`src/rtl/kda_pkg.sv`:
```
// ----------------------------------------------------------------------------
// kda_pkg
// Shared types, constants and helpers for the keypad debounce and
// auto-repeat event unit.
// ----------------------------------------------------------------------------
package kda_pkg;

	localparam int QUEUE_DEPTH = 16;
	localparam int QPTR_W      = $clog2(QUEUE_DEPTH);

	localparam int CODE_W   = 18;
	localparam int MATRIX_W = 16;
	localparam int DIRECT_W = 2;
	localparam int CMD_W    = 2;
	localparam int KIND_W   = 3;
	localparam int KEY_W    = 5;
	localparam int TICKS_W  = 8;
	localparam int TIME_W   = 16;
	localparam int WAIT_W   = 11;
	localparam int REG_W    = 16;
	localparam int REGIDX_W = 3;

	localparam logic [CMD_W-1:0] CMD_TICK = 2'd0;
	localparam logic [CMD_W-1:0] CMD_POP  = 2'd1;
	localparam logic [CMD_W-1:0] CMD_PEEK = 2'd2;
	localparam logic [CMD_W-1:0] CMD_NOP  = 2'd3;

	localparam logic [KIND_W-1:0] EVT_NONE      = 3'd0;
	localparam logic [KIND_W-1:0] EVT_PRESS     = 3'd1;
	localparam logic [KIND_W-1:0] EVT_UP_PRESS  = 3'd2;
	localparam logic [KIND_W-1:0] EVT_DN_PRESS  = 3'd3;
	localparam logic [KIND_W-1:0] EVT_STEP_REL  = 3'd4;
	localparam logic [KIND_W-1:0] EVT_ENTER_REL = 3'd5;
	localparam logic [KIND_W-1:0] EVT_UP_HOLD   = 3'd6;
	localparam logic [KIND_W-1:0] EVT_DN_HOLD   = 3'd7;

	localparam logic [REGIDX_W-1:0] REG_DEBOUNCE_TICKS = 3'd0;
	localparam logic [REGIDX_W-1:0] REG_HOLD_DELAY     = 3'd1;
	localparam logic [REGIDX_W-1:0] REG_UP_KEY         = 3'd2;
	localparam logic [REGIDX_W-1:0] REG_DOWN_KEY       = 3'd3;
	localparam logic [REGIDX_W-1:0] REG_ENTER_KEY      = 3'd4;
	localparam logic [REGIDX_W-1:0] REG_REPEAT_EN      = 3'd5;
	localparam logic [REGIDX_W-1:0] REG_BEEP_EN        = 3'd6;

	localparam logic [TICKS_W-1:0] RST_DEBOUNCE = 8'd10;
	localparam logic [TIME_W-1:0]  RST_HOLD     = 16'd1000;
	localparam logic [KEY_W-1:0]   RST_UP_KEY   = 5'd2;
	localparam logic [KEY_W-1:0]   RST_DOWN_KEY = 5'd3;
	localparam logic [KEY_W-1:0]   RST_ENTER    = 5'd4;

	localparam logic [TIME_W-1:0] HELD_MAX    = 16'hFFFF;
	localparam logic [TIME_W-1:0] HELD_FAST   = 16'd8000;
	localparam logic [TIME_W-1:0] HELD_QUICK  = 16'd5400;
	localparam logic [TIME_W-1:0] HELD_MEDIUM = 16'd3000;
	localparam logic [WAIT_W-1:0] WAIT_FAST   = 11'd50;
	localparam logic [WAIT_W-1:0] WAIT_QUICK  = 11'd100;
	localparam logic [WAIT_W-1:0] WAIT_MEDIUM = 11'd300;
	localparam logic [WAIT_W-1:0] WAIT_SLOW   = 11'd500;
	localparam logic [WAIT_W-1:0] WAIT_OTHER  = 11'd1000;

	typedef struct packed {
		logic [CMD_W-1:0]  cmd;
		logic [CODE_W-1:0] code;
	} item_t;

	typedef struct packed {
		logic [KIND_W-1:0] kind;
		logic [KEY_W-1:0]  key;
		logic              qempty;
		logic              beep;
	} result_t;

	typedef struct packed {
		logic                en;
		logic [REGIDX_W-1:0] index;
		logic [REG_W-1:0]    data;
	} cfg_wr_t;

	function automatic logic [KEY_W-1:0] onehot_index(input logic [CODE_W-1:0] code);
		logic [KEY_W-1:0] idx;
		idx = '0;
		for (int i = 0; i < CODE_W; i++) begin
			idx = idx | (code[i] ? KEY_W'(i) : '0);
		end
		return idx;
	endfunction

endpackage

```
`src/rtl/kda_front.sv`:
```
// ----------------------------------------------------------------------------
// kda_front
// Accepts items, forms the 18-bit key code from the sample and holds the
// classified items in a two-entry queue for the back end.
// ----------------------------------------------------------------------------
module kda_front (
	input  logic                           clk,
	input  logic                           arst_n,
	input  logic                           push,
	output logic                           full,
	input  logic [kda_pkg::CMD_W-1:0]      command,
	input  logic [kda_pkg::MATRIX_W-1:0]   matrix_keys,
	input  logic [kda_pkg::DIRECT_W-1:0]   direct_keys,
	output logic                           item_valid,
	output kda_pkg::item_t                 item,
	input  logic                           item_take
);

	kda_pkg::item_t               slot_q [2];
	logic                         wr_q;
	logic                         rd_q;
	logic [1:0]                   cnt_q;
	logic [kda_pkg::MATRIX_W-1:0] lowest;
	kda_pkg::item_t               new_item;
	logic                         do_push;
	logic                         do_pop;

	assign lowest        = matrix_keys & (~matrix_keys + 1'b1);
	assign new_item.cmd  = command;
	assign new_item.code = {lowest, direct_keys};

	assign full       = (cnt_q == 2'd2);
	assign item_valid = (cnt_q != 2'd0);
	assign item       = slot_q[rd_q];
	assign do_push    = push && !full;
	assign do_pop     = item_take && item_valid;

	always_ff @(posedge clk) begin
		if (do_push) begin
			slot_q[wr_q] <= new_item;
		end
	end

	always_ff @(posedge clk or negedge arst_n) begin
		if (!arst_n) begin
			wr_q  <= 1'b0;
			rd_q  <= 1'b0;
			cnt_q <= 2'd0;
		end else begin
			if (do_push) begin
				wr_q <= ~wr_q;
			end
			if (do_pop) begin
				rd_q <= ~rd_q;
			end
			unique case ({do_push, do_pop})
				2'b10:   cnt_q <= cnt_q + 2'd1;
				2'b01:   cnt_q <= cnt_q - 2'd1;
				default: cnt_q <= cnt_q;
			endcase
		end
	end

endmodule

```
`src/rtl/kda_back.sv`:
```
// ----------------------------------------------------------------------------
// kda_back
// Holds the configuration, runs debounce, hold timing and auto-repeat on
// ticks, and keeps the overwriting event ring for pop and peek.
// ----------------------------------------------------------------------------
module kda_back (
	input  logic              clk,
	input  logic              arst_n,
	input  kda_pkg::cfg_wr_t  cfg_wr,
	input  logic              item_valid,
	input  kda_pkg::item_t    item,
	output logic              item_take,
	input  logic              res_ready,
	output logic              res_valid,
	output kda_pkg::result_t  res
);

	logic [kda_pkg::TICKS_W-1:0] debounce_ticks_q;
	logic [kda_pkg::TIME_W-1:0]  hold_delay_q;
	logic [kda_pkg::KEY_W-1:0]   up_key_q;
	logic [kda_pkg::KEY_W-1:0]   down_key_q;
	logic [kda_pkg::KEY_W-1:0]   enter_key_q;
	logic                        repeat_en_q;
	logic                        beep_en_q;

	logic [kda_pkg::CODE_W-1:0]  latched_q, latched_n;
	logic [kda_pkg::CODE_W-1:0]  accepted_q, accepted_n;
	logic [kda_pkg::TICKS_W-1:0] dcount_q, dcount_n;
	logic [kda_pkg::TIME_W-1:0]  held_q, held_n;
	logic [kda_pkg::WAIT_W-1:0]  rwait_q, rwait_n;
	logic [kda_pkg::QPTR_W-1:0]  rd_q, rd_n;
	logic [kda_pkg::QPTR_W-1:0]  wr_q, wr_n;
	logic [kda_pkg::KIND_W+kda_pkg::KEY_W-1:0] ring_q [kda_pkg::QUEUE_DEPTH];

	logic                        take;
	logic [kda_pkg::TICKS_W-1:0] reload;
	logic [kda_pkg::CODE_W-1:0]  code;
	logic                        code_single;
	logic                        acc_single;
	logic [kda_pkg::KEY_W-1:0]   code_idx;
	logic [kda_pkg::KEY_W-1:0]   acc_idx;
	logic [kda_pkg::KIND_W-1:0]  kind;
	logic [kda_pkg::KEY_W-1:0]   key;
	logic                        beep;
	logic                        qempty;
	logic                        push_evt;
	logic [kda_pkg::QPTR_W-1:0]  wr_inc;
	logic [kda_pkg::QPTR_W-1:0]  rd_inc;
	logic [kda_pkg::KIND_W+kda_pkg::KEY_W-1:0] head;

	assign take      = item_valid && res_ready;
	assign item_take = take;
	assign res_valid = take;
	assign reload    = (debounce_ticks_q == '0) ? kda_pkg::TICKS_W'(1) : debounce_ticks_q;
	assign head      = ring_q[rd_q];
	assign wr_inc    = (wr_q == kda_pkg::QPTR_W'(kda_pkg::QUEUE_DEPTH - 1)) ? '0 : wr_q + 1'b1;
	assign rd_inc    = (rd_q == kda_pkg::QPTR_W'(kda_pkg::QUEUE_DEPTH - 1)) ? '0 : rd_q + 1'b1;

	assign acc_single = (accepted_q != '0) && ((accepted_q & (accepted_q - 1'b1)) == '0);
	assign acc_idx    = kda_pkg::onehot_index(accepted_q);

	// a judged code never differs from the stored latch: a new sample reloads the count
	assign code = latched_q;

	always_comb begin
		code_single = (code != '0) && ((code & (code - 1'b1)) == '0);
		code_idx    = kda_pkg::onehot_index(code);
	end

	always_comb begin
		latched_n  = latched_q;
		accepted_n = accepted_q;
		dcount_n   = dcount_q;
		held_n     = held_q;
		rwait_n    = rwait_q;
		rd_n       = rd_q;
		wr_n       = wr_q;
		kind       = kda_pkg::EVT_NONE;
		key        = '0;
		beep       = 1'b0;
		qempty     = 1'b0;
		push_evt   = 1'b0;
		if (take) begin
			unique case (item.cmd)
				kda_pkg::CMD_TICK: begin
					if (held_q != kda_pkg::HELD_MAX) begin
						held_n = held_q + 1'b1;
					end
					if (rwait_q != '0) begin
						rwait_n = rwait_q - 1'b1;
					end
					if (dcount_q != '0) begin
						if (latched_q != item.code) begin
							latched_n = item.code;
							dcount_n  = reload;
							if (item.code != '0) begin
								held_n = '0;
							end
						end else begin
							dcount_n = dcount_q - 1'b1;
						end
					end
					if (dcount_n == '0) begin
						dcount_n   = reload;
						accepted_n = latched_n;
						if (latched_n == '0) begin
							if (acc_single) begin
								if (acc_idx == up_key_q || acc_idx == down_key_q) begin
									kind = kda_pkg::EVT_STEP_REL;
									key  = acc_idx;
								end else if (acc_idx == enter_key_q) begin
									kind = kda_pkg::EVT_ENTER_REL;
									key  = acc_idx;
								end
							end
						end else if (accepted_q == '0) begin
							beep = 1'b1;
							if (code_single) begin
								if (code_idx == up_key_q) begin
									kind = kda_pkg::EVT_UP_PRESS;
									key  = code_idx;
								end else if (code_idx == down_key_q) begin
									kind = kda_pkg::EVT_DN_PRESS;
									key  = code_idx;
								end else if (code_idx != enter_key_q) begin
									kind = kda_pkg::EVT_PRESS;
									key  = code_idx;
								end
							end
						end else if (accepted_q == latched_n) begin
							if (held_n > hold_delay_q && rwait_n == '0 && repeat_en_q) begin
								if (code_single &&
								    (code_idx == up_key_q || code_idx == down_key_q)) begin
									beep = 1'b1;
									priority if (held_n > kda_pkg::HELD_FAST) begin
										rwait_n = kda_pkg::WAIT_FAST;
									end else if (held_n > kda_pkg::HELD_QUICK) begin
										rwait_n = kda_pkg::WAIT_QUICK;
									end else if (held_n > kda_pkg::HELD_MEDIUM) begin
										rwait_n = kda_pkg::WAIT_MEDIUM;
									end else begin
										rwait_n = kda_pkg::WAIT_SLOW;
									end
									kind = (code_idx == up_key_q) ? kda_pkg::EVT_UP_HOLD
									                              : kda_pkg::EVT_DN_HOLD;
									key  = code_idx;
								end else begin
									rwait_n = kda_pkg::WAIT_OTHER;
								end
							end
						end
						push_evt = (kind != kda_pkg::EVT_NONE);
					end
				end
				kda_pkg::CMD_POP, kda_pkg::CMD_PEEK: begin
					if (rd_q == wr_q) begin
						qempty = 1'b1;
					end else begin
						kind = head[kda_pkg::KEY_W +: kda_pkg::KIND_W];
						key  = head[kda_pkg::KEY_W-1:0];
						if (item.cmd == kda_pkg::CMD_POP) begin
							rd_n = rd_inc;
						end
					end
				end
				default: begin
				end
			endcase
		end
		if (push_evt) begin
			wr_n = wr_inc;
			if (wr_inc == rd_q) begin
				rd_n = rd_inc;
			end
		end
	end

	assign res.kind   = kind;
	assign res.key    = key;
	assign res.qempty = qempty;
	assign res.beep   = beep && beep_en_q;

	always_ff @(posedge clk) begin
		if (push_evt) begin
			ring_q[wr_q] <= {kind, key};
		end
	end

	always_ff @(posedge clk or negedge arst_n) begin
		if (!arst_n) begin
			latched_q  <= '0;
			accepted_q <= '0;
			dcount_q   <= '0;
			held_q     <= '0;
			rwait_q    <= '0;
			rd_q       <= '0;
			wr_q       <= '0;
		end else begin
			latched_q  <= latched_n;
			accepted_q <= accepted_n;
			dcount_q   <= dcount_n;
			held_q     <= held_n;
			rwait_q    <= rwait_n;
			rd_q       <= rd_n;
			wr_q       <= wr_n;
		end
	end

	always_ff @(posedge clk or negedge arst_n) begin
		if (!arst_n) begin
			debounce_ticks_q <= kda_pkg::RST_DEBOUNCE;
			hold_delay_q     <= kda_pkg::RST_HOLD;
			up_key_q         <= kda_pkg::RST_UP_KEY;
			down_key_q       <= kda_pkg::RST_DOWN_KEY;
			enter_key_q      <= kda_pkg::RST_ENTER;
			repeat_en_q      <= 1'b1;
			beep_en_q        <= 1'b1;
		end else if (cfg_wr.en) begin
			unique case (cfg_wr.index)
				kda_pkg::REG_DEBOUNCE_TICKS: debounce_ticks_q <= cfg_wr.data[kda_pkg::TICKS_W-1:0];
				kda_pkg::REG_HOLD_DELAY:     hold_delay_q     <= cfg_wr.data[kda_pkg::TIME_W-1:0];
				kda_pkg::REG_UP_KEY:         up_key_q         <= cfg_wr.data[kda_pkg::KEY_W-1:0];
				kda_pkg::REG_DOWN_KEY:       down_key_q       <= cfg_wr.data[kda_pkg::KEY_W-1:0];
				kda_pkg::REG_ENTER_KEY:      enter_key_q      <= cfg_wr.data[kda_pkg::KEY_W-1:0];
				kda_pkg::REG_REPEAT_EN:      repeat_en_q      <= cfg_wr.data[0];
				kda_pkg::REG_BEEP_EN:        beep_en_q        <= cfg_wr.data[0];
				default: begin
				end
			endcase
		end
	end

endmodule

```
`src/rtl/kda_out.sv`:
```
// ----------------------------------------------------------------------------
// kda_out
// Two-entry result queue that decouples the back end from the reader.
// ----------------------------------------------------------------------------
module kda_out (
	input  logic                          clk,
	input  logic                          arst_n,
	input  logic                          res_valid,
	input  kda_pkg::result_t              res,
	output logic                          res_ready,
	output logic                          empty,
	input  logic                          pop,
	output logic [kda_pkg::KIND_W-1:0]    event_kind,
	output logic [kda_pkg::KEY_W-1:0]     event_key,
	output logic                          queue_empty,
	output logic                          beep_pulse
);

	kda_pkg::result_t slot_q [2];
	logic             wr_q;
	logic             rd_q;
	logic [1:0]       cnt_q;
	logic             do_push;
	logic             do_pop;
	kda_pkg::result_t head;

	assign res_ready   = (cnt_q != 2'd2);
	assign empty       = (cnt_q == 2'd0);
	assign do_push     = res_valid && res_ready;
	assign do_pop      = pop && !empty;
	assign head        = slot_q[rd_q];
	assign event_kind  = head.kind;
	assign event_key   = head.key;
	assign queue_empty = head.qempty;
	assign beep_pulse  = head.beep;

	always_ff @(posedge clk) begin
		if (do_push) begin
			slot_q[wr_q] <= res;
		end
	end

	always_ff @(posedge clk or negedge arst_n) begin
		if (!arst_n) begin
			wr_q  <= 1'b0;
			rd_q  <= 1'b0;
			cnt_q <= 2'd0;
		end else begin
			if (do_push) begin
				wr_q <= ~wr_q;
			end
			if (do_pop) begin
				rd_q <= ~rd_q;
			end
			unique case ({do_push, do_pop})
				2'b10:   cnt_q <= cnt_q + 2'd1;
				2'b01:   cnt_q <= cnt_q - 2'd1;
				default: cnt_q <= cnt_q;
			endcase
		end
	end

endmodule

```
`src/rtl/keypad_debounce_autorepeat_events_unit.sv`:
```
// ----------------------------------------------------------------------------
// keypad_debounce_autorepeat_events_unit
// Keypad debounce with typematic repeat and an overwriting event ring.
//
//   port group                     direction  handshake
//   command/matrix_keys/direct_keys  in        push, full
//   event_kind/event_key/
//     queue_empty/beep_pulse         out       empty, pop
//   wr_index/wr_data                 in        wr_en (no wait)
//
// One item per cycle sustained while the reader pops; a result passes the
// front queue register and the result queue register. Reset is asynchronous,
// clears all control state and loads the configuration defaults; the event
// ring is not cleared and needs no sweep. A stalled reader fills the result
// queue, then the front queue, and full rises; either side resumes at once.
// ----------------------------------------------------------------------------
module keypad_debounce_autorepeat_events_unit (
	input  logic                            clk,
	input  logic                            arst_n,
	input  logic                            push,
	output logic                            full,
	input  logic [kda_pkg::CMD_W-1:0]       command,
	input  logic [kda_pkg::MATRIX_W-1:0]    matrix_keys,
	input  logic [kda_pkg::DIRECT_W-1:0]    direct_keys,
	output logic                            empty,
	input  logic                            pop,
	output logic [kda_pkg::KIND_W-1:0]      event_kind,
	output logic [kda_pkg::KEY_W-1:0]       event_key,
	output logic                            queue_empty,
	output logic                            beep_pulse,
	input  logic                            wr_en,
	input  logic [kda_pkg::REGIDX_W-1:0]    wr_index,
	input  logic [kda_pkg::REG_W-1:0]       wr_data
);

	kda_pkg::item_t   item;
	logic             item_valid;
	logic             item_take;
	kda_pkg::result_t res;
	logic             res_valid;
	logic             res_ready;
	kda_pkg::cfg_wr_t cfg_wr;

	assign cfg_wr.en    = wr_en;
	assign cfg_wr.index = wr_index;
	assign cfg_wr.data  = wr_data;

	kda_front u_front (
		.clk         (clk),
		.arst_n      (arst_n),
		.push        (push),
		.full        (full),
		.command     (command),
		.matrix_keys (matrix_keys),
		.direct_keys (direct_keys),
		.item_valid  (item_valid),
		.item        (item),
		.item_take   (item_take)
	);

	kda_back u_back (
		.clk        (clk),
		.arst_n     (arst_n),
		.cfg_wr     (cfg_wr),
		.item_valid (item_valid),
		.item       (item),
		.item_take  (item_take),
		.res_ready  (res_ready),
		.res_valid  (res_valid),
		.res        (res)
	);

	kda_out u_out (
		.clk         (clk),
		.arst_n      (arst_n),
		.res_valid   (res_valid),
		.res         (res),
		.res_ready   (res_ready),
		.empty       (empty),
		.pop         (pop),
		.event_kind  (event_kind),
		.event_key   (event_key),
		.queue_empty (queue_empty),
		.beep_pulse  (beep_pulse)
	);

endmodule
```
`config.mk`:
```
export PLATFORM = sky130hd
export DESIGN_NAME = keypad_debounce_autorepeat_events_unit
export DESIGN_NICKNAME = d
export VERILOG_FILES = /design/src/rtl/kda_pkg.sv /design/src/rtl/kda_front.sv /design/src/rtl/kda_back.sv /design/src/rtl/kda_out.sv /design/src/rtl/keypad_debounce_autorepeat_events_unit.sv
export SDC_FILE = /design/constraint.sdc
export NUM_CORES = 1
export LEC_CHECK = 0
export BUFFER_PORTS_ARGS = -buffer_cell sky130_fd_sc_hd__buf_4
export CAP_MARGIN = 40
export CORE_MARGIN = 1.5
export CORE_UTILIZATION = 39
export DETAILED_ROUTE_END_ITERATION = 6
export GPL_ROUTABILITY_DRIVEN = 0
export PLACE_DENSITY_LB_ADDON = 0.15
export RECOVER_POWER = 25
export SLEW_MARGIN = 20
export SYNTH_ARGS = -nofsm -noshare
export SYNTH_HDL_FRONTEND = slang
export SYNTH_SLANG_ARGS = --single-unit
```
`constraint.sdc`:
```
create_clock -name clk -period 6.7 [get_ports clk]
set_input_delay 1.34 -clock clk [delete_from_list [all_inputs] [get_ports clk]]
set_output_delay 1.34 -clock clk [all_outputs]
set_load 0.01 [all_outputs]
```
==> results of run 1 <==
## worst max-delay path by stage
stage                 start                   to  slack, ps  cells after the start
2_1_floorplan  u_front.rd_q  u_back.ring_q[0][0]        570                     21
3_3_place_gp   u_front.rd_q  u_back.ring_q[1][4]        480                     20
3_5_place_dp   u_front.rd_q  u_back.ring_q[1][3]        280                     20
4_1_cts        u_front.rd_q  u_back.ring_q[1][2]        270                     20
5_1_grt        u_front.rd_q  u_back.ring_q[1][2]        100                     20
6_report       u_front.rd_q  u_back.ring_q[1][2]        440                     20
## worst max-delay path, cell delays in order (launching register included)
cell,delay (ps)
dfrtp_1,380
buf_12,240
mux2i_2,430
xnor2_1,170
nor4_1,90
and3_1,220
a211oi_2,530
buf_4,370
nor2_1,100
ha_1,320
nand4_1,150
nor4_1,110
a2111oi_0,380
and4bb_2,290
o2111a_1,170
o211ai_1,140
a2111oi_4,610
a31oi_4,210
nor2_4,370
nor4bb_1,430
buf_4,240
## sequential cells by signal (all words and copies together), names as in the netlist
register and count:
u_back.accepted_q 18, u_back.beep_en_q 1, u_back.code 18, u_back.dcount_q 8
u_back.debounce_ticks_q 8, u_back.down_key_q 5, u_back.enter_key_q 5, u_back.held_q 16
u_back.hold_delay_q 16, u_back.rd_q 4, u_back.repeat_en_q 1, u_back.ring_q 128
u_back.rwait_q 11, u_back.up_key_q 5, u_back.wr_q 4, u_front.cnt_q 2
u_front.rd_q 1, u_front.slot_q 40, u_front.wr_q 1, u_out.cnt_q 2
u_out.rd_q 1, u_out.slot_q 20, u_out.wr_q 1
## per-layer routing
| metal | track usage | routed length (µm) | vias to the layer above |
|---|---|---|---|
| met4 | 0.0739 | 1240 | 0 |
| met2 | 0.357 | 23300 | 307 |
| met1 | 0.283 | 21500 | 6342 |
| met3 | 0.0251 | 2090 | 71 |
| met5 | 0 | 0 | - |
| li1 | - | - | 6026 |
## area by class of cell
type | instances | area (µm²)
timing repair buffer | 127 | 925
clock buffer | 45 | 991
tap | 592 | 741
clock inverter | 23 | 264
sequential | 316 | 8870
multi-input combinational | 1088 | 7990
inverter | 52 | 195
fill | 4089 | 24300
## stage by stage
stage	cells	instance area, µm²	total power [µW]	util	setup WS, ps
after global routing	2243	20000	9620	0.452	100
final	2243	20000	9050	0.452	438
after global placement	2165	18700	6940	0.423	479
after CTS	2241	20000	9120	0.453	267
after detailed placement	2173	18800	7000	0.424	278
after floorplan	1553	17500	5730	-	573
## power breakdown
part / internal, µW / switching [µW] / total, µW
clock: 1230 / 851 / 2080
combinational: 1660 / 2220 / 3880
sequential: 2590 / 504 / 3090
## cell usage in the layout, fill, tap and decap left out, drive strengths merged, types with 9 or more instances in the layout
master,count
edfxtp,188
nand2,128
dfrtp,114
o21ai,112
buf,108
nor2,86
a21oi,63
clkbuf,63
xnor2,60
inv,54
nor3,47
mux2,42
nor4,35
mux4,34
mux2i,34
nand3,31
ha,30
xor2,29
nand4,21
a211oi,21
or4,21
o22ai,17
o31ai,17
or3,16
nor2b,16
and3,15
and2,15
dfstp,14
clkinv,14
nand2b,13
and4,11
nor3b,11
nor4b,11
a21o,9
a31oi,9
or2,9
## kinds of logic after synthesis
| logic type | after synthesis | share of synthesized area |
|---|---|---|
| flip-flops | 316 | 0.508 |
| adder cells (fa/ha/maj) | 33 | 0.0232 |
| multiplexers | 110 | 0.0931 |
| AO/OA/AOI/OAI | 331 | 0.125 |
| AND/OR/NAND/NOR | 525 | 0.171 |
| XOR/XNOR | 89 | 0.0447 |
| buffers and inverters | 149 | 0.0348 |
## what timing repair did
action / 4_1_cts / 5_1_grt
endpoints found under the setup margin: 0 / 127
gates resized for setup: 0 / 1
endpoints found under the hold margin: 0 / 0
buffers inserted: 0 / 0
==> results by group, run 1 <==
Drt
  • DRT antenna net count: 0
  • Routed wire per std cell: 21.5 µm
  • Via Count: 12,700
  • # DRC: 0
  • Total length of routed wires: 48,200 µm
  • DRT iter0 DRCs: 1,114
  • Vias per cell: 5.68
  • Detailed Routing Iterations Pass 1: 5

STA
  • Final hold violation count: 0
  • Clock skew: roughly 32 ps
  • Period minus WS final: 6260 ps
  • Max-slew headroom: -0.993
  • TNS Setup: 0 ps
  • Hold slack: 495 ps
  • Least-Margin Pin Slew: between 2000 and 3000 ps
  • Max Slew Vio Count: roughly 130
  • Fin crit share: 0.935
  • Finish-stage setup viols: 0
  • Maximum clock frequency: 160 MHz
  • Unrepaired setup endpoints after global routing: no

Floorplanning
  • I/O Pins: between 50 and 60
  • Initial Utilization: 0.395
  • Number of cell rows: slightly below 80
  • Die area: between 0.04 and 0.05 mm²
  • Die height: 215 µm
  • Die W: 215 µm
  • Core box area: between 0.04 and 0.05 mm²

Job
  • Max-cap violations: 3

Min path
  • Hold Path Origin: u_front.wr_q
  • WHS Endpoint: u_front.wr_q
  • Hold WC Path Type: reg2reg
  • WHS Path Cells: 1

GRT
  • Vias in the first global route: 12,800
  • Total GRT Usage: 0.212
  • First-pass GRT wire length: around 76,000 µm
  • Initial antenna violation count: 0
  • Pin count of the biggest net entering global routing: 74
  • GRT Residual Overflow: 0

Synth
  • Avg Inst Size Synth: 11.2 µm²
  • Synth area leader: edfxtp_1
  • Mapped Cells: 1,553
  • Post-synthesis cell area: 0.0175 mm²
  • Primary FF master, synth: edfxtp_1
  • Synth unique cells: 95
  • Syn Nets: between 1,500 and 2,000
  • Register area share after synthesis: 0.508
  • Synth warn: 0
  • Seq cells post-synth: between 300 and 400
  • Share of the synthesized area in the top cell type: 0.324
  • Most frequent cell after synthesis: edfxtp_1
  • Top cells by count, synth: edfxtp_1, nand2_1, dfrtp_1
  • Post-synth EDFFs: 188
  • Asr flop ratio synth: 0.405
  • Area contributors post-synth: edfxtp_1, dfrtp_1, mux4_2, o21ai_0, xnor2_1

Run status
  • Failing checks: capacitance limit, slew limit
  • Status: finished, violations left

Clock tree
  • TritonCTS clock tree: done
  • Clk Tree Root Cell: clkbuf_16
  • Clock Path Buffers: 3
  • Cts hold-fix bufs: 0
  • Clock Sink Count: 316
  • Htree depth: 2
  • Worst-Skew Late Latency: 570 ps
  • CTS buffer count: 37
  • Clock Pin Slew Worst Setup and Hold Paths: 60 ps

Final layout
  • Nets@finish: 1,696
  • ANT cells: 0
  • Area overhead of the layout relative to synthesis: 14.4%
  • Layout cell share with drive strength beyond 1: 0.186

Place
  • DP HPWL: between 30,000 and 40,000 µm
  • Port bufs: 55

Critical path
  • Startpoint types: flop
  • Data arrival, critical path: roughly 6500 ps
  • Reg2reg start: u_front.rd_q
  • Max FO, Critical Path: 29
  • Data required time at the worst endpoint: 6960 ps
  • R2R Path End: u_back.ring_q[1][2]
  • CP Capture Type: flop
  • Setup Crit Path Kind: reg2reg
  • R2r worst-path depth: 20
  • Reg2reg setup slack: 440 ps

Power
  • Total power per unit cell area: 453 mW/mm²
  • Pleak: between 0.007 and 0.008 µW
  • VDD IR max: approximately 0.23 mV
(Power assumes the default switching activity.)
==> run 2, diff against run 1 <==
--- a/config.mk
+++ b/config.mk
@@ -8,7 +8,7 @@
 export BUFFER_PORTS_ARGS = -buffer_cell sky130_fd_sc_hd__buf_4
 export CAP_MARGIN = 40
 export CORE_MARGIN = 1.5
-export CORE_UTILIZATION = 39
+export CORE_UTILIZATION = 50
 export DETAILED_ROUTE_END_ITERATION = 6
 export GPL_ROUTABILITY_DRIVEN = 0
 export PLACE_DENSITY_LB_ADDON = 0.15
==> run 2 against run 1 <==
Die area down 22%. Total power up 0.14%. Critical path type unchanged. Hold slack better by 3.2 ps. Clock power about the same. Sequential power about the same. The flow still finishes with violations (capacitance limit, slew limit). Non-clock buffer count up 2. Count of clock-buffer cells in the layout down 1. Final cell count down 6.1%. Largest power group unchanged. Combinational power about the same. Critical endpoint is now u_back.ring_q[5][1]. First-iteration DRC count up 27%. Setup slack better by 34 ps.
==> results by group, run 2 (synthesis gave the netlist of run 1 again) <==
STA
  • Period minus WS final: 6230 ps (-34.2 ps)
  • TNS Setup: 0 ps (unchanged)
  • Max Slew Vio Count: 76 (-43%)
  • Max-slew headroom: -1.82 (-0.823)
  • Hold slack: 498 ps (+3.16 ps)
  • Clock skew: 33.3 ps (+1.59 ps)
  • Fin crit share: 0.930 (-0.00510)
  • Maximum clock frequency: 161 MHz (+0.55%)
  • Final hold violation count: 0 (unchanged)
  • Unrepaired setup endpoints after global routing: no
  • Finish-stage setup viols: 0 (unchanged)
  • Least-Margin Pin Slew: 4230 ps (+1240 ps)

GRT
  • Initial antenna violation count: 0 (unchanged)
  • First-pass GRT wire length: 72,700 µm (-4.3%)
  • Pin count of the biggest net entering global routing: 76 (+2.7%)
  • Vias in the first global route: 12,600 (-0.87%)
  • Total GRT Usage: 0.260 (+0.0482)
  • GRT Residual Overflow: 0 (unchanged)

Clock tree
  • Cts hold-fix bufs: 0 (unchanged)
  • Post-CTS Setup Bufs: 0 (unchanged)
  • TritonCTS clock tree: done
  • Clock Pin Slew Worst Setup and Hold Paths: 60 ps (about the same)
  • Clk Tree Root Cell: clkbuf_16
  • Clock Sink Count: 316 (unchanged)
  • Htree depth: 2 (unchanged)
  • CTS buffer count: 37 (unchanged)
  • Post-cts resize count: 0 (unchanged)
  • Clock Path Buffers: 3 (unchanged)
  • Worst-Skew Late Latency: 560 ps (about the same)

Run status
  • Failing checks: capacitance limit, slew limit
  • Status: finished, violations left

Final layout
  • Max reg flops: 128 (unchanged)
  • Most frequent cells in the layout: edfxtp_1, nand2_1, dfrtp_1
  • Biggest register: u_back.ring_q
  • Area overhead of the layout relative to synthesis: 13.7%
  • Layout cell share with drive strength beyond 1: 0.185 (-0.00121)
  • Nets@finish: 1,698 (+0.12%)
  • Commonest non-fill, non-tap cell in the layout: edfxtp_1
  • Top flop regs: u_back.ring_q: 128 flops, u_front.slot_q: 40 flops, u_out.slot_q: 20 flops
  • Layout fillers: 2,934 (-28%)
  • ANT cells: 0 (unchanged)

Floorplanning
  • Die height: 190 µm (-12%)
  • Number of cell rows: 68 (-12%)
  • Initial Utilization: 0.506 (+0.112)
  • Core box area: 0.0345 mm² (-22%)
  • Die area: 0.0360 mm² (-22%)
  • I/O Pins: 56 (unchanged)
  • Die W: 190 µm (-12%)

Drt
  • Total length of routed wires: 46,000 µm (-4.6%)
  • # DRC: 0 (unchanged)
  • Via Count: 13,000 (+1.7%)
  • Vias per cell: 6.16 (+8.3%)
  • Routed wire per std cell: 21.8 µm (+1.6%)
  • DRT iter0 DRCs: 1,417 (+27%)
  • DRT antenna net count: 0 (unchanged)
  • Detailed Routing Iterations Pass 1: 5 (unchanged)

Power
  • VDD IR max: 0.322 mV (+43%)
  • Pleak: 0.00742 µW (+0.52%)
  • Total power per unit cell area: 457 mW/mm² (+0.79%)

Critical path
  • Data arrival, critical path: 6410 ps (-110 ps)
  • Setup Crit Path Kind: reg2reg
  • Max FO, Critical Path: 21 (-28%)
  • R2r worst-path depth: 20 (unchanged)
  • Startpoint types: flop
  • Data required time at the worst endpoint: 6880 ps (-80 ps)
  • Reg2reg setup slack: 470 ps (+30 ps)
  • R2R Path End: u_back.ring_q[5][1]
  • CP Capture Type: flop
  • Reg2reg start: u_front.rd_q

Job
  • Max-cap violations: 1 (-2)

Place
  • Port bufs: 55 (unchanged)
  • DP HPWL: 32,700 µm (-5.7%)

Min path
  • Hold WC Path Type: reg2reg
  • Hold Path Origin: u_out.wr_q
  • WHS Endpoint: u_out.wr_q
  • WHS Path Cells: 1 (unchanged)
-- run 2: changes by cell type in the layout (fill, tap and decap cells not counted), moves of 2 or more --
cell	delta
clkinvlp_4	-3
clkbuf_1	-4
clkinv_1	+5
buf_4	+4
clkinv_4	-4
bufinv_16	+2
-- run 2: worst max path at each step --
stage                      start             endpoint  slack (ps)
finish              u_front.rd_q  u_back.ring_q[5][1]         470
global route        u_front.rd_q  u_back.ring_q[5][1]         110
CTS                 u_front.rd_q  u_back.ring_q[5][1]         350
detailed placement  u_front.rd_q  u_back.ring_q[5][1]         400
global placement    u_front.rd_q  u_back.ring_q[5][0]         540
floorplan           u_front.rd_q  u_back.ring_q[0][0]         570
-- run 2: power breakdown --
group	leakage, µW	internal [µW]	switching (µW)
logic	0.00345	1670	2190
registers	0.00336	2590	518
clock network	0.000617	1280	822
-- run 2: final cells by class --
type | count | area (µm²) | share of cell area
clock buffer | 44 | 972 | 0.0490
clock inverter | 22 | 299 | 0.0151
inverter | 52 | 195 | 0.00984
multi-input combinational | 1088 | 7990 | 0.403
sequential | 316 | 8870 | 0.447
tap | 455 | 569 | 0.0287
timing repair buffer | 129 | 950 | 0.0479
-- run 2: through the flow --
stage / setup slack (ps) / area (µm²) / utilization / std cells / total power, µW
after floorplan: 573 / 17500 / - / 1553 / 5730
after global placement: 541 / 18500 / 0.537 / 2029 / 6840
after detailed placement: 403 / 18600 / 0.540 / 2038 / 6950
after CTS: 345 / 19900 / 0.577 / 2104 / 9060
after global routing: 111 / 19800 / 0.576 / 2106 / 9570
final: 472 / 19800 / 0.576 / 2106 / 9060
-- run 2: worst max-delay path, stage by stage (launching register included) --
cell       delay [ps]
dfrtp_1           340
buf_4             320
mux2i_1           450
xnor2_1           180
nor4_1             70
and3_1            240
a211oi_4          540
buf_4             290
nor2_1             70
ha_1              340
nand4_1           130
nor4_1            100
a2111oi_0         320
and4bb_2          270
o2111a_1          160
o211ai_1          160
a2111oi_4         580
a31oi_4           190
nor2_2            470
buf_4             220
and3_1            420
-- run 2: per-layer routing --
| metal | part of all wire | track usage |
|---|---|---|
| met3 | 0.052 | 0.0356 |
| met1 | 0.45 | 0.364 |
| met2 | 0.47 | 0.416 |
| met4 | 0.029 | 0.0910 |
| met5 | 0 | 0 |
==> run 3, diff against run 2 <==
--- a/config.mk
+++ b/config.mk
@@ -7,7 +7,6 @@
 export LEC_CHECK = 0
 export BUFFER_PORTS_ARGS = -buffer_cell sky130_fd_sc_hd__buf_4
 export CAP_MARGIN = 40
-export CORE_MARGIN = 1.5
 export CORE_UTILIZATION = 50
 export DETAILED_ROUTE_END_ITERATION = 6
 export GPL_ROUTABILITY_DRIVEN = 0
==> run 3 against run 2 <==
The run still ends with capacitance limit, slew limit left. Combinational power is essentially flat. Final cell count shrank 0.14%. First-iteration DRC count grew 4.9%. Critical endpoint is now u_back.ring_q[11][7]. Highest routed layer unchanged.
==> results by group, run 3 (synthesis gave the netlist of run 1 again) <==
Clock tree
  • Cts hold-fix bufs: 0 (unchanged)
  • Post-CTS Setup Bufs: 0 (unchanged)
  • Htree depth: 2 (unchanged)
  • Clk Tree Root Cell: clkbuf_16
  • Clock Path Buffers: 3 (unchanged)
  • TritonCTS clock tree: done
  • CTS buffer count: 36 (-2.7%)
  • Clock Pin Slew Worst Setup and Hold Paths: 60 ps (about the same)
  • Worst-Skew Late Latency: 560 ps (about the same)
  • Clock Sink Count: 316 (unchanged)

Power
  • Pleak: 0.00741 µW (-0.11%)
  • VDD IR max: 0.488 mV (+51%)
  • Total power per unit cell area: 457 mW/mm² (about the same)

Drt
  • Total length of routed wires: 46,900 µm (+2.1%)
  • # DRC: 0 (unchanged)
  • Routed wire per std cell: 22.3 µm (+2.2%)
  • DRT antenna net count: 0 (unchanged)
  • Via Count: 13,100 (+0.98%)
  • Vias per cell: 6.23 (+1.1%)
  • DRT iter0 DRCs: 1,486 (+4.9%)
  • Detailed Routing Iterations Pass 1: 6 (+1)

Final layout
  • Layout fillers: 2,845 (-3.0%)
  • Area overhead of the layout relative to synthesis: 13.5%
  • Seq. cell area: 0.00887 mm² (unchanged)
  • Nets@finish: 1,694 (-0.24%)
  • Biggest register: u_back.ring_q
  • Max reg flops: 128 (unchanged)
  • Commonest non-fill, non-tap cell in the layout: edfxtp_1
  • Area occupied by multi-input gates: 0.00799 mm² (about the same)
  • Top flop regs: u_back.ring_q: 128 flops, u_front.slot_q: 40 flops, u_out.slot_q: 20 flops
  • Layout cell share with drive strength beyond 1: 0.188 (+0.00337)
  • ANT cells: 0 (unchanged)
  • Most frequent cells in the layout: edfxtp_1, nand2_1, dfrtp_1

GRT
  • GRT Residual Overflow: 0 (unchanged)
  • Total GRT Usage: 0.268 (+0.00781)
  • Pin count of the biggest net entering global routing: 70 (-7.9%)
  • Vias in the first global route: 12,600 (-0.44%)
  • First-pass GRT wire length: 73,700 µm (+1.4%)
  • Initial antenna violation count: 0 (unchanged)

Place
  • DP HPWL: 33,300 µm (+1.9%)
  • Pre-CTS setup slack: 166 ps (-237 ps)
  • Port bufs: 55 (unchanged)

Critical path
  • CP Capture Type: flop
  • Max FO, Critical Path: 26 (+24%)
  • Data required time at the worst endpoint: 6890 ps (about the same)
  • Data arrival, critical path: 6350 ps (-60 ps)
  • Setup Crit Path Kind: reg2reg
  • Startpoint types: flop

Floorplanning
  • Core box area: 0.0345 mm² (unchanged)
  • Initial Utilization: 0.506 (unchanged)
  • Number of cell rows: 68 (unchanged)
  • Die W: 189 µm (-0.53%)
  • I/O Pins: 56 (unchanged)
  • Die height: 189 µm (-0.53%)
  • Die area: 0.0357 mm² (-1.1%)

Run status
  • Failing checks: capacitance limit, slew limit
  • Status: finished, violations left

STA
  • TNS Setup: 0 ps (unchanged)
  • Final hold violation count: 0 (unchanged)
  • Max Slew Vio Count: 70 (-7.9%)
  • Fin crit share: 0.920 (-0.00994)
  • Clock skew: 18.7 ps (-14.7 ps)
  • Period minus WS final: 6160 ps (-66.6 ps)
  • Worst setup margin: 538 ps (+66.6 ps)
  • Max-slew headroom: -1.56 (+0.256)
  • Unrepaired setup endpoints after global routing: no
  • Finish-stage setup viols: 0 (unchanged)
  • Maximum clock frequency: 162 MHz (+1.1%)
  • Least-Margin Pin Slew: 3840 ps (-384 ps)

Job
  • Max-cap violations: 1 (unchanged)

Min path
  • Hold WC Path Type: reg2reg
==> run 3: per-layer routing <==
metal	vias up	global-route usage	wire length (µm)
met2	487	0.419	21800
met3	93	0.0354	2750
met4	0	0.114	1620
li1	6034	-	-
met5	-	0	0
met1	6478	0.376	20700
==> run 3: critical path, cell delays in order, from the launching register on <==
cell,delay (ps)
dfrtp_1,460
buf_12,240
mux2i_4,380
xnor2_1,110
nor4_1,350
nand3_1,490
o21ai_2,420
o22a_1,230
ha_1,260
nand4_1,110
nor4_1,80
a2111oi_0,380
and4bb_2,280
o2111a_1,160
o211ai_1,150
a2111oi_4,570
a31oi_4,200
nor2_4,340
and4b_1,570
==> run 3: cell type report <==
class	instances	share of cell area
inverters	52	0.00985
clock buffers	47	0.0501
repair buffers	126	0.0477
multi-input cells	1088	0.403
flip-flops and latches	316	0.448
well taps	455	0.0287
clock inverters	19	0.0127
==> run 3: final timing paths <==
check | depth (start not counted) | end | slack (ps) | startpoint
worst max register to register | 18 | u_back.ring_q[11][7] | 540 | u_front.rd_q
worst min register to register | 1 | u_out.wr_q | 490 | u_out.wr_q
worst max-delay path | 18 | u_back.ring_q[11][7] | 540 | u_front.rd_q
max in group asynchronous | 3 | u_back.down_key_q[1] | 2420 | arst_n
min in group asynchronous | 1 | u_back.dcount_q[2] | 2120 | arst_n
worst min-delay path | 1 | u_out.wr_q | 490 | u_out.wr_q
==> run 3: stage by stage <==
stage	instance area [µm²]	utilization	hold WS [ps]	power (µW)	instances
2_1_floorplan	17500	-	460	5730	1553
3_3_place_gp	18500	0.537	478	6880	2026
3_5_place_dp	18600	0.539	484	6980	2034
4_1_cts	19800	0.575	500	9060	2100
5_1_grt	19800	0.575	512	9550	2103
6_report	19800	0.575	491	9050	2103
==> run 3: where the power goes <==
part / internal [µW] / switching (µW)
clock network: 1250 / 800
registers: 2590 / 538
logic: 1670 / 2220
==> run 3: repair_timing <==
| item | in CTS | in global routing |
|---|---|---|
| endpoints found under the hold margin | 0 | 0 |
| endpoints found under the setup margin | 0 | 128 |
| gates resized for setup | 0 | 2 |
